[src/rtl/core/lpa_pkg.sv]
`timescale 1ns / 1ps
// ----------------------------------------------------------------------------
// lpa_pkg: shared definitions for the literal parser and ALU
// Character codes, argument kinds, status codes, the command and status
// groups between controller and datapath, and the hex digit decode.
// ----------------------------------------------------------------------------
package lpa_pkg;

   localparam int DEFAULT_VALUE_WIDTH = 16;
   localparam int RESULT_WIDTH        = 16;

   localparam logic [1:0] KIND_FIRST  = 2'd0;
   localparam logic [1:0] KIND_OPER   = 2'd1;
   localparam logic [1:0] KIND_SECOND = 2'd2;

   localparam logic [1:0] STATUS_OK      = 2'd0;
   localparam logic [1:0] STATUS_DIVZERO = 2'd1;
   localparam logic [1:0] STATUS_BADOP   = 2'd2;

   localparam logic [7:0] CH_NUL   = 8'h00;
   localparam logic [7:0] CH_0     = 8'h30;
   localparam logic [7:0] CH_1     = 8'h31;
   localparam logic [7:0] CH_9     = 8'h39;
   localparam logic [7:0] CH_UA    = 8'h41;
   localparam logic [7:0] CH_UF    = 8'h46;
   localparam logic [7:0] CH_LA    = 8'h61;
   localparam logic [7:0] CH_LF    = 8'h66;
   localparam logic [7:0] CH_LX    = 8'h78;
   localparam logic [7:0] CH_UX    = 8'h58;
   localparam logic [7:0] CH_LB    = 8'h62;
   localparam logic [7:0] CH_UB    = 8'h42;
   localparam logic [7:0] CH_PLUS  = 8'h2B;
   localparam logic [7:0] CH_MINUS = 8'h2D;
   localparam logic [7:0] CH_STAR  = 8'h2A;
   localparam logic [7:0] CH_SLASH = 8'h2F;
   localparam logic [7:0] CH_AMP   = 8'h26;
   localparam logic [7:0] CH_PIPE  = 8'h7C;
   localparam logic [7:0] CH_CARET = 8'h5E;

   localparam logic [7:0] HEX_ALPHA_OFFSET = 8'd10;

   typedef struct packed {
      logic accept;
      logic div_start;
      logic div_step;
      logic load_imm;
      logic load_div;
   } lpa_cmd_type;

   typedef struct packed {
      logic final_nul;
      logic div_needed;
   } lpa_stat_type;

   function automatic logic [3:0] hex_digit(input logic [7:0] c);
      logic [7:0] d;
      d = 8'd0;
      if (c inside {[CH_0:CH_9]}) begin
         d = c - CH_0;
      end else if (c inside {[CH_UA:CH_UF]}) begin
         d = c - CH_UA + HEX_ALPHA_OFFSET;
      end else if (c inside {[CH_LA:CH_LF]}) begin
         d = c - CH_LA + HEX_ALPHA_OFFSET;
      end
      return d[3:0];
   endfunction

endpackage

[src/rtl/core/literal_parse_and_alu.sv]
`timescale 1ns / 1ps
// ----------------------------------------------------------------------------
// literal_parse_and_alu: streaming literal parser and 16-bit calculator
// Parses two literal operands and an operator from NUL-ended arguments and
// returns the result and a status on the NUL of the second operand.
//
//   channel  direction  handshake            payload
//   req      in         req_valid/req_stall  req_kind[1:0], req_ch[7:0]
//   rsp      out        rsp_valid/rsp_stall  rsp_result[15:0], rsp_status[1:0]
//
// One character transfer per cycle, but every character stalls during a
// division and a closing NUL stalls while an earlier result is still held.
// A divide with a non-zero divisor runs the restoring divider one quotient
// bit per cycle. All other results appear in the cycle after the closing NUL.
// Synchronous reset clears the parser and operator.
// ----------------------------------------------------------------------------
module literal_parse_and_alu import lpa_pkg::*; #(
   parameter int VALUE_WIDTH = DEFAULT_VALUE_WIDTH
) (
   input  logic                    clock,
   input  logic                    reset,
   input  logic                    req_valid,
   output logic                    req_stall,
   input  logic [1:0]              req_kind,
   input  logic [7:0]              req_ch,
   output logic                    rsp_valid,
   input  logic                    rsp_stall,
   output logic [RESULT_WIDTH-1:0] rsp_result,
   output logic [1:0]              rsp_status
);

   lpa_cmd_type  cmd;
   lpa_stat_type stat;

   lpa_ctrl #(
      .VALUE_WIDTH(VALUE_WIDTH)
   ) u_ctrl (
      .clock     (clock),
      .reset     (reset),
      .req_valid (req_valid),
      .req_stall (req_stall),
      .rsp_valid (rsp_valid),
      .rsp_stall (rsp_stall),
      .stat      (stat),
      .cmd       (cmd)
   );

   lpa_datapath #(
      .VALUE_WIDTH(VALUE_WIDTH)
   ) u_datapath (
      .clock      (clock),
      .reset      (reset),
      .req_kind   (req_kind),
      .req_ch     (req_ch),
      .cmd        (cmd),
      .stat       (stat),
      .rsp_result (rsp_result),
      .rsp_status (rsp_status)
   );

endmodule

[src/rtl/core/lpa_ctrl.sv]
`timescale 1ns / 1ps
// ----------------------------------------------------------------------------
// lpa_ctrl: handshake and division sequencer
// Accepts characters, issues parse and response commands, steps the divider
// one quotient bit per cycle and owns the response valid flag.
// ----------------------------------------------------------------------------
module lpa_ctrl import lpa_pkg::*; #(
   parameter int VALUE_WIDTH = DEFAULT_VALUE_WIDTH
) (
   input  logic         clock,
   input  logic         reset,
   input  logic         req_valid,
   output logic         req_stall,
   output logic         rsp_valid,
   input  logic         rsp_stall,
   input  lpa_stat_type stat,
   output lpa_cmd_type  cmd
);

   localparam int CNT_W = $clog2(VALUE_WIDTH + 1);

   typedef enum logic {ST_IDLE, ST_DIV} state_type;

   state_type        state_ff, state_in;
   logic [CNT_W-1:0] cnt_ff, cnt_in;
   logic             rsp_valid_ff, rsp_valid_in;
   logic             rsp_take;
   logic             cnt_done;

   assign rsp_take  = rsp_valid_ff & ~rsp_stall;
   assign cnt_done  = (cnt_ff == CNT_W'(VALUE_WIDTH));
   assign req_stall = (state_ff != ST_IDLE) | (stat.final_nul & rsp_valid_ff & rsp_stall);
   assign rsp_valid = rsp_valid_ff;

   always_comb begin
      cmd          = '0;
      state_in     = state_ff;
      cnt_in       = cnt_ff;
      cmd.accept   = req_valid & ~req_stall;
      case (state_ff)
         ST_IDLE: begin
            if (cmd.accept && stat.final_nul) begin
               if (stat.div_needed) begin
                  cmd.div_start = 1'b1;
                  cnt_in        = '0;
                  state_in      = ST_DIV;
               end else begin
                  cmd.load_imm = 1'b1;
               end
            end
         end
         ST_DIV: begin
            if (!cnt_done) begin
               cmd.div_step = 1'b1;
               cnt_in       = cnt_ff + 1'b1;
            end else if (!rsp_valid_ff || rsp_take) begin
               cmd.load_div = 1'b1;
               state_in     = ST_IDLE;
            end
         end
         default: begin
            state_in = ST_IDLE;
         end
      endcase
      if (cmd.load_imm || cmd.load_div) begin
         rsp_valid_in = 1'b1;
      end else if (rsp_take) begin
         rsp_valid_in = 1'b0;
      end else begin
         rsp_valid_in = rsp_valid_ff;
      end
   end

   always_ff @(posedge clock) begin
      if (reset) begin
         state_ff     <= ST_IDLE;
         cnt_ff       <= '0;
         rsp_valid_ff <= 1'b0;
      end else begin
         state_ff     <= state_in;
         cnt_ff       <= cnt_in;
         rsp_valid_ff <= rsp_valid_in;
      end
   end

`ifndef ASSERT_OFF
   a_no_overwrite: assert property (@(posedge clock) disable iff (reset)
      (cmd.load_imm || cmd.load_div) |-> (!rsp_valid_ff || !rsp_stall))
      else $error("response loaded over a pending transfer");

   a_div_entry: assert property (@(posedge clock) disable iff (reset)
      cmd.div_start |=> (state_ff == ST_DIV && cnt_ff == '0))
      else $error("division did not start cleanly");

   a_cnt_range: assert property (@(posedge clock) disable iff (reset)
      cnt_ff <= CNT_W'(VALUE_WIDTH))
      else $error("division counter out of range");

   a_div_result: assert property (@(posedge clock) disable iff (reset)
      cmd.load_div |=> rsp_valid_ff)
      else $error("division result not presented");
`endif

endmodule

[src/rtl/core/lpa_datapath.sv]
`timescale 1ns / 1ps
// ----------------------------------------------------------------------------
// lpa_datapath: literal parser, operator latch, ALU and divider
// Parses decimal, hex and binary literals, latches the operator, forms
// combinational ALU results and runs a restoring divider one bit per step.
// ----------------------------------------------------------------------------
module lpa_datapath import lpa_pkg::*; #(
   parameter int VALUE_WIDTH = DEFAULT_VALUE_WIDTH
) (
   input  logic                    clock,
   input  logic                    reset,
   input  logic [1:0]              req_kind,
   input  logic [7:0]              req_ch,
   input  lpa_cmd_type             cmd,
   output lpa_stat_type            stat,
   output logic [RESULT_WIDTH-1:0] rsp_result,
   output logic [1:0]              rsp_status
);

   localparam int W     = VALUE_WIDTH;
   localparam int LOW_W = (VALUE_WIDTH < RESULT_WIDTH) ? VALUE_WIDTH : RESULT_WIDTH;

   typedef enum logic [1:0] {RADIX_DEC, RADIX_HEX, RADIX_BIN} radix_type;

   logic [W-1:0] first_ff, first_in;
   logic [W-1:0] acc_ff, acc_in;
   radix_type    radix_ff, radix_in;
   logic [1:0]   pos_ff, pos_in;
   logic         fzero_ff, fzero_in;
   logic [7:0]   op_ff, op_in;
   logic         seen_ff, seen_in;

   logic [W-1:0] rem_ff, rem_in;
   logic [W-1:0] quo_ff, quo_in;
   logic [W-1:0] dvs_ff, dvs_in;

   logic [RESULT_WIDTH-1:0] result_ff, result_in;
   logic [1:0]              status_ff, status_in;

   logic [W-1:0]     step_val;
   logic [3:0]       dec_digit;
   logic [W:0]       trial;
   logic [LOW_W-1:0] prod;
   logic [W-1:0]     alu_val;
   logic [1:0]       alu_status;
   logic             is_operand;

   assign is_operand      = (req_kind == KIND_FIRST) || (req_kind == KIND_SECOND);
   assign stat.final_nul  = (req_kind == KIND_SECOND) && (req_ch == CH_NUL);
   assign stat.div_needed = (op_ff == CH_SLASH) && (acc_ff != '0);

   assign dec_digit = 4'(req_ch - CH_0);

   always_comb begin
      case (radix_ff)
         RADIX_HEX: step_val = {acc_ff[W-5:0], hex_digit(req_ch)};
         RADIX_BIN: step_val = {acc_ff[W-2:0], (req_ch == CH_1)};
         RADIX_DEC: begin
            if (req_ch inside {[CH_0:CH_9]}) begin
               step_val = (acc_ff << 3) + (acc_ff << 1) + W'(dec_digit);
            end else begin
               step_val = acc_ff;
            end
         end
         default: step_val = acc_ff;
      endcase
   end

   assign prod = first_ff[LOW_W-1:0] * acc_ff[LOW_W-1:0];

   always_comb begin
      alu_status = STATUS_OK;
      case (op_ff)
         CH_PLUS:  alu_val = first_ff + acc_ff;
         CH_MINUS: alu_val = first_ff - acc_ff;
         CH_STAR:  alu_val = W'(prod);
         CH_AMP:   alu_val = first_ff & acc_ff;
         CH_PIPE:  alu_val = first_ff | acc_ff;
         CH_CARET: alu_val = first_ff ^ acc_ff;
         CH_SLASH: begin
            alu_val    = '0;
            alu_status = STATUS_DIVZERO;
         end
         default: begin
            alu_val    = '0;
            alu_status = STATUS_BADOP;
         end
      endcase
   end

   assign trial = {rem_ff, quo_ff[W-1]} - {1'b0, dvs_ff};

   always_comb begin
      first_in  = first_ff;
      acc_in    = acc_ff;
      radix_in  = radix_ff;
      pos_in    = pos_ff;
      fzero_in  = fzero_ff;
      op_in     = op_ff;
      seen_in   = seen_ff;
      rem_in    = rem_ff;
      quo_in    = quo_ff;
      dvs_in    = dvs_ff;
      result_in = result_ff;
      status_in = status_ff;

      if (cmd.accept) begin
         if (req_kind == KIND_OPER) begin
            if (req_ch == CH_NUL) begin
               if (!seen_ff) begin
                  op_in = CH_NUL;
               end
               seen_in = 1'b0;
            end else if (!seen_ff) begin
               op_in   = req_ch;
               seen_in = 1'b1;
            end
         end else if (is_operand && req_ch != CH_NUL) begin
            case (pos_ff)
               2'd0: begin
                  fzero_in = (req_ch == CH_0);
                  acc_in   = step_val;
                  pos_in   = 2'd1;
               end
               2'd1: begin
                  if (fzero_ff && (req_ch == CH_LX || req_ch == CH_UX)) begin
                     radix_in = RADIX_HEX;
                     acc_in   = '0;
                  end else if (fzero_ff && (req_ch == CH_LB || req_ch == CH_UB)) begin
                     radix_in = RADIX_BIN;
                     acc_in   = '0;
                  end else begin
                     acc_in = step_val;
                  end
                  pos_in = 2'd2;
               end
               default: begin
                  acc_in = step_val;
               end
            endcase
         end else if (is_operand) begin
            if (req_kind == KIND_FIRST) begin
               first_in = acc_ff;
            end else begin
               seen_in = 1'b0;
            end
            acc_in   = '0;
            radix_in = RADIX_DEC;
            pos_in   = 2'd0;
            fzero_in = 1'b0;
         end
      end

      if (cmd.div_start) begin
         rem_in = '0;
         quo_in = first_ff;
         dvs_in = acc_ff;
      end else if (cmd.div_step) begin
         if (!trial[W]) begin
            rem_in = trial[W-1:0];
            quo_in = {quo_ff[W-2:0], 1'b1};
         end else begin
            rem_in = {rem_ff[W-2:0], quo_ff[W-1]};
            quo_in = {quo_ff[W-2:0], 1'b0};
         end
      end

      if (cmd.load_imm) begin
         result_in = RESULT_WIDTH'(alu_val[LOW_W-1:0]);
         status_in = alu_status;
      end else if (cmd.load_div) begin
         result_in = RESULT_WIDTH'(quo_ff[LOW_W-1:0]);
         status_in = STATUS_OK;
      end
   end

   always_ff @(posedge clock) begin
      if (reset) begin
         first_ff <= '0;
         acc_ff   <= '0;
         radix_ff <= RADIX_DEC;
         pos_ff   <= 2'd0;
         fzero_ff <= 1'b0;
         op_ff    <= CH_NUL;
         seen_ff  <= 1'b0;
      end else begin
         first_ff <= first_in;
         acc_ff   <= acc_in;
         radix_ff <= radix_in;
         pos_ff   <= pos_in;
         fzero_ff <= fzero_in;
         op_ff    <= op_in;
         seen_ff  <= seen_in;
      end
   end

   always_ff @(posedge clock) begin
      rem_ff    <= rem_in;
      quo_ff    <= quo_in;
      dvs_ff    <= dvs_in;
      result_ff <= result_in;
      status_ff <= status_in;
   end

   assign rsp_result = result_ff;
   assign rsp_status = status_ff;

endmodule

[config.mk]
export PLATFORM = sky130hd
export DESIGN_NAME = literal_parse_and_alu
export DESIGN_NICKNAME = d
export VERILOG_FILES = /design/src/rtl/core/lpa_pkg.sv /design/src/rtl/core/literal_parse_and_alu.sv /design/src/rtl/core/lpa_ctrl.sv /design/src/rtl/core/lpa_datapath.sv
export SDC_FILE = /design/constraint.sdc
export NUM_CORES = 1
export LEC_CHECK = 0
export BUFFER_PORTS_ARGS = -buffer_cell sky130_fd_sc_hd__buf_2
export CAP_MARGIN = 40
export CELL_PAD_IN_SITES_DETAIL_PLACEMENT = 2
export CELL_PAD_IN_SITES_GLOBAL_PLACEMENT = 2
export CORE_MARGIN = 5
export CORE_UTILIZATION = 40
export CTS_CLUSTER_SIZE = 24
export DETAILED_ROUTE_END_ITERATION = 10
export PLACE_DENSITY = 0.78
export REMOVE_ABC_BUFFERS = 1
export SLEW_MARGIN = 15
export SYNTH_ARGS = -nofsm -noshare
export SYNTH_HDL_FRONTEND = slang
export SYNTH_SLANG_ARGS = --single-unit
[constraint.sdc]
create_clock -name clock -period 7.7 [get_ports clock]
set_input_delay 0.77 -clock clock [delete_from_list [all_inputs] [get_ports clock]]
set_output_delay 0.77 -clock clock [all_outputs]
set_load 0.02 [all_outputs]
After elaboration in Yosys (flattened, before gate mapping)
Cells that the tools add are included.
- memory bits (read-only): 0
- memories: 0
- register bits after elaboration: 119
- RAM bits: 0
- input bits: 14
- output and inout bits: 20
- word-level logic and storage cells: 168
- bits in latches: 0
- eq/ne operators: 28
- shift-type cells: 0
- magnitude comparators: 6
- add/subtract/negate cells: 11
- bitwise operators: 14
- div/mod/pow operators: 0
- reduce and logical (&&, ||, !) cells: 35
- multipliers: 1
- multiplexer cells: 58
- operators with widths (cell ; count):
    2-to-1 mux 16 bit ; 11
    case mux 16 bit (6 select lines) ; 1
    equality test 8 x 6 -> 1 bit (second input constant) ; 7
    equality test 8 x 7 -> 1 bit (second input constant) ; 6
    case mux 16 bit (3 select lines) ; 1
    adder 16 bit ; 2
    2-to-1 mux 1 bit ; 24
    2-to-1 mux 8 bit ; 3
    subtractor 17 x 16 -> 17 bit ; 1
    adder 16 x 4 -> 16 bit ; 1
    AND 16 bit ; 1
    greater-or-equal comparator 8 x 7 -> 1 bit (second input constant) ; 2
    <= comparator 8 x 7 -> 1 bit (second input constant) ; 2
    multiplier 16 x 16 -> 16 bit ; 1
    2-to-1 mux 2 bit ; 8
    bitwise OR 16 bit ; 1
    nonzero test 16 bit ; 1
    subtractor 16 bit ; 1
    bitwise XOR 16 bit ; 1
    2-to-1 mux 5 bit ; 3
    2-to-1 mux 4 bit ; 3
    AND reduction 4 bit ; 3
    subtractor 4 x 1 -> 4 bit (second input constant) ; 3
    != test 2 bit (second input constant) ; 5
    25 further kinds ; 61

Logic depth before layout (Yosys ltp)
- depth after elaboration: 12
- mapped depth: 23
- mapped depth without buffers: 21

Cells and area by module
From an unflattened synthesis, not the netlist that was laid out.
- cells, all modules: 1536
- area, all modules: 12794.8 sq um
- modules (own cells, without submodules) (module ; cells an instance ; times used ; sequential area each (sq um) ; area an instance (sq um)):
    lpa_datapath ; 1490 ; 1 ; 2742.6 ; 12358.1
    lpa_ctrl ; 46 ; 1 ; 140.1 ; 436.7

Worst setup path before layout
No wires, ideal clock.
- path kind: reg-to-reg
- start: register u_datapath.acc_ff[5]
- end: register u_datapath.result_ff[14], in the netlist u_datapath.rsp_result[14] (data pin)
- buffers on the path: 2
- slack: 1.640 ns
- required time: 7.437 ns
- setup time: 0.263 ns
- period minus slack after synthesis: 6.060 ns
- arrival time: 5.797 ns
- stages on the path, launching flop included: 22
- cell sequence: dfxtp_1 > clkbuf_1 > inv_1 > clkbuf_1 > nor2_1 > fa_1 > inv_1 > fa_1 > fa_1 > fa_1 > inv_1 > fa_1 > inv_1 > fa_1 > inv_1 > ha_1 > and3_1 > a2111oi_0 > a211oi_1 > mux2i_1 > o22ai_1 > o21ai_0
- cells in the longest elaborated chain, start to end: 6
- elaborated cells on any way between the ends: 10
- those cells by class: add/sub (2); mul (1); mux (5); reduce/logical (2)
- RTL lines (what ; line ; text):
    start, declared ; lpa_datapath.sv:26 ; logic [W-1:0] acc_ff, acc_in;
    start signal, assigned ; lpa_datapath.sv:188 ; acc_ff <= acc_in;
    parallel branches: the longest is 5 deep, another holds multiplier 16 x 16 -> 16 bit ; - ;
    2-to-1 mux 16 bit * ; lpa_datapath.sv:168 ; if (cmd.load_imm) begin
    via u_datapath.result_in[14] ; lpa_datapath.sv:37 ; logic [RESULT_WIDTH-1:0] result_ff, result_in;
    end signal, assigned ; lpa_datapath.sv:201 ; result_ff <= result_in;
    end, declared ; lpa_datapath.sv:37 ;
Mark *: on every way through the listed nets, which the timed path passes.
A chain may end at the register's enable or synchronous reset.

Worst setup path in the final report
- start: register u_datapath.acc_ff[2]
- end: register u_datapath.result_ff[14], in the netlist u_datapath.rsp_result[14] (data pin)
The elaborated chain is that of the path after synthesis.

==> summary.md <==
| Metric | Value |
|---|---|
| TritonCTS clock tree | done |
| Compound-gate portion of the synthesized area | roughly 17% |
| Clk sinks | about 120 |
| Seq pwr share | 37.1% |
| Unique masters post-synth | between 80 and 90 |
| CTS resizes | 0 |
| GRT Resource Usage Total | 27.4% |
| Switching pwr | about 0.53 mW |
| Power per Cell Area | 127 mW/mm^2 |
| TritonCTS buffer count | 17 |
| Synthesized area | 0.0129 sq mm |
| Max IR drop VDD | around 0.14 mV |
| Clock Latency Late Sink | approximately 440 ps |
| Setup crit start kind | register |
| Pre-CTS WS | 1310 ps |
| Design Power | 1.81 mW |
| Initial core utilization | 40.6% |
| Worst rel slew slack | slightly above 40% |
| Finished Layout Cells | 1,955 |
| Root Driver | clkbuf_16 |
| Core area | 0.0317 sq mm |
| Antenna violations before repair | 1 |
| Fin nets | around 1,800 |
| Drt pass-1 iters | 5 |
| Post-Syn Instances | between 1,500 and 2,000 |
| Post-Synth Adder-Cell Area | a little over a quarter |
| Post-DR vias/cell | just under 6 |
| Commonest non-fill, non-tap cell in the layout | inv_1 |
| Setup crit end kind | register |
| Register area share after synthesis | about 22% |
| Internal power | 1.28 mW |
| GRT overflow | 0 |
| H-tree depth | 4 |
| Vias | 11,597 |
| Io pins | 34 |
| Clock-pin slew on the worst setup and hold paths | ~60 ps |
| Vias in the first global route | 12,605 |
| Final-report max-slew violation count | 0 |
| Share of post-route cells with drive strength above 1 | under 10% |
| CP max FO | 10 |
| Initial DRC Count | between 700 and 800 |
| FFs w/ async S/R, synth | 0% |
| Drt drc | 0 |
| Worst-case clock buffer depth | 2 |
| Combinational share of power | 16.3% |
| Full die area | roughly 0.036 sq mm |
| Routability cong. | 0.937 |
| Largest net degree at the start of global routing | 39 |
| Worst Path Required | between 7000 and 8000 ps |
| First-pass GRT wire length | 75.8 mm |
| Die width | ~190 um |
| Min-Delay Path Class | reg2reg |
| Sw frac | just under 30% |
| Largest family of logic cells by synthesized area | adder cells |
| WS Path Type | reg2reg |
| Worst setup margin | between 1000 and 1500 ps |
| Critical path arrival | 6670 ps |
| Placed Cells | a little under 2,000 |
| Mean routed wirelength per cell | 25.1 um |
| Most frequent cells in the layout | 177 x inv_1, 172 x nor2_1, 150 x nand2_1 |
| Post CTS Setup Buffer Count | 0 |
| Chip Height | 190 um |
| Area grow syn2layout | 10.6% |
| Setup tns final | 0 ps |
| Post-DP HPWL | ~38 mm |
| Syn. warnings | 0 |
| Setup violators final | 0 |
| RSZ-0062 raised after global routing | false |
| Clock Skews | between 15 and 20 ps |
| Cts hold-fix bufs | 0 |
| Max_cap viols | 0 |
| Final hold viol count | 0 |
| Final Cycle Share | between 80% and 90% |
| FF+latch count, synth | between 100 and 150 |
| Status | finished clean |
| Final ANT Viol Nets | 0 |
| Hold_ws | between 400 and 500 ps |
| Diodes inserted | 0 |
| Ys flop type | dfxtp_1 |
| Fin crit period | around 6500 ps |
| Mux cell area share after synthesis | 3.82% |
| Fmax | approximately 150 MHz |
| Mapped Avg Cell Area | between 8 and 9 sq um |
| Leakage power | slightly above 6 nW |
| Post-synth EDFFs | 50 |
| Clock power share | between 40% and 50% |
| Actual slew at the worst max-slew pin | roughly 890 ps |
| Port buffer count | 33 |
| Simple-Gate Fraction of Synth Area | between 10% and 20% |
| Post-Route WL | between 40 and 50 mm |
| Rows | 65 |
| Xor and xnor fraction of the mapped netlist area | around 5.7% |
==> routing by layer <==
layer | wire length [um] | global-route usage [%]
met1 | 22300 | 37.0
met2 | 23100 | 45.4
met3 | 2390 | 4.41
met4 | 1400 | 8.12
met5 | 8 | 0
==> cells by family (layout without fill, tap and decap cells) <==
group | after synthesis | after routing
simple gates | 465 | 465
compound gates | 317 | 317
buf+inv | 251 | 292
fa+ha+maj | 232 | 232
flops | 119 | 119
xor+xnor | 82 | 82
mux | 46 | 46
==> area by class of cell <==
type                       count  area [sq um]
fill                        3547         17500
multi-input combinational   1142          9050
sequential                   119          2880
inverter                     185           694
timing repair buffer          75           517
tap                          402           503
clock buffer                  18           429
clock inverter                14           176
==> Yosys cell counts, types with 13 or more instances <==
library cell    n  share of area [%]
a21oi_1        59                2.3
a31oi_1        15               0.73
clkbuf_1       51                1.5
dfxtp_1        69                 11
edfxtp_1       50                 12
fa_1           84                 13
ha_1          148                 14
inv_1         177                5.2
mux2i_1        42                3.3
nand2_1       150                4.4
nand2b_1       14               0.68
nand3_1        27                1.0
nor2_1        172                5.0
nor2b_1        14               0.68
nor3_1         27                1.0
o21a_1         19                1.1
o21ai_0        91                3.5
xnor2_1        68                4.6
xor2_1         13               0.88
==> path summary, 6_finish.rpt <==
kind / start / end / slack (ps) / cells after the start
worst max-delay path: u_datapath.acc_ff[2] / u_datapath.rsp_result[14] / 1210 / 18
worst min-delay path: u_datapath.seen_ff / u_datapath.seen_ff / 480 / 2
worst max register to register: u_datapath.acc_ff[2] / u_datapath.rsp_result[14] / 1210 / 18
worst min register to register: u_datapath.seen_ff / u_datapath.seen_ff / 480 / 2
==> flip-flops by register name, summed over array words and instances, names as in the netlist <==
register               flops
u_datapath.dvs_ff         16
u_datapath.rem_ff         16
u_datapath.seen_ff         1
u_datapath.fzero_ff        1
u_datapath.first_ff       16
u_ctrl.rsp_valid           1
u_ctrl.state_ff            1
u_datapath.rsp_status      2
u_datapath.acc_ff         16
u_ctrl.cnt_ff              5
u_datapath.pos_ff          2
u_datapath.quo_ff         16
u_datapath.radix_ff        2
u_datapath.rsp_result     16
u_datapath.op_ff           8
==> critical path, stage by stage, from the launching register on <==
cell and delay (ps):
dfxtp_1 620, clkinv_1 490, nor2_1 270, fa_1 450
fa_1 450, ha_1 230, fa_1 530, inv_1 50
fa_1 460, fa_1 560, inv_1 50, ha_1 360
a21oi_1 150, o21ai_0 140, a2111oi_0 670, a211oi_1 190
mux2i_1 220, o22ai_1 220, o21ai_0 120
==> through the flow <==
step	area, sq um	util, %
2_1_floorplan	12600	-
3_3_place_gp	13600	42.8
3_5_place_dp	13600	43.0
4_1_cts	14300	44.9
5_1_grt	14300	44.9
6_report	14300	44.9
==> power by group through the flow <==
stage                     Sequential (mW)  Combinational, mW  Clock (mW)
after CTS                           0.671              0.291       0.853
after detailed placement            0.685              0.287           0
after global routing                0.672              0.318       0.881
after floorplan                     0.688              0.181           0
after global placement              0.684              0.277           0
final                               0.672              0.296       0.844
(Power assumes the default switching activity.)
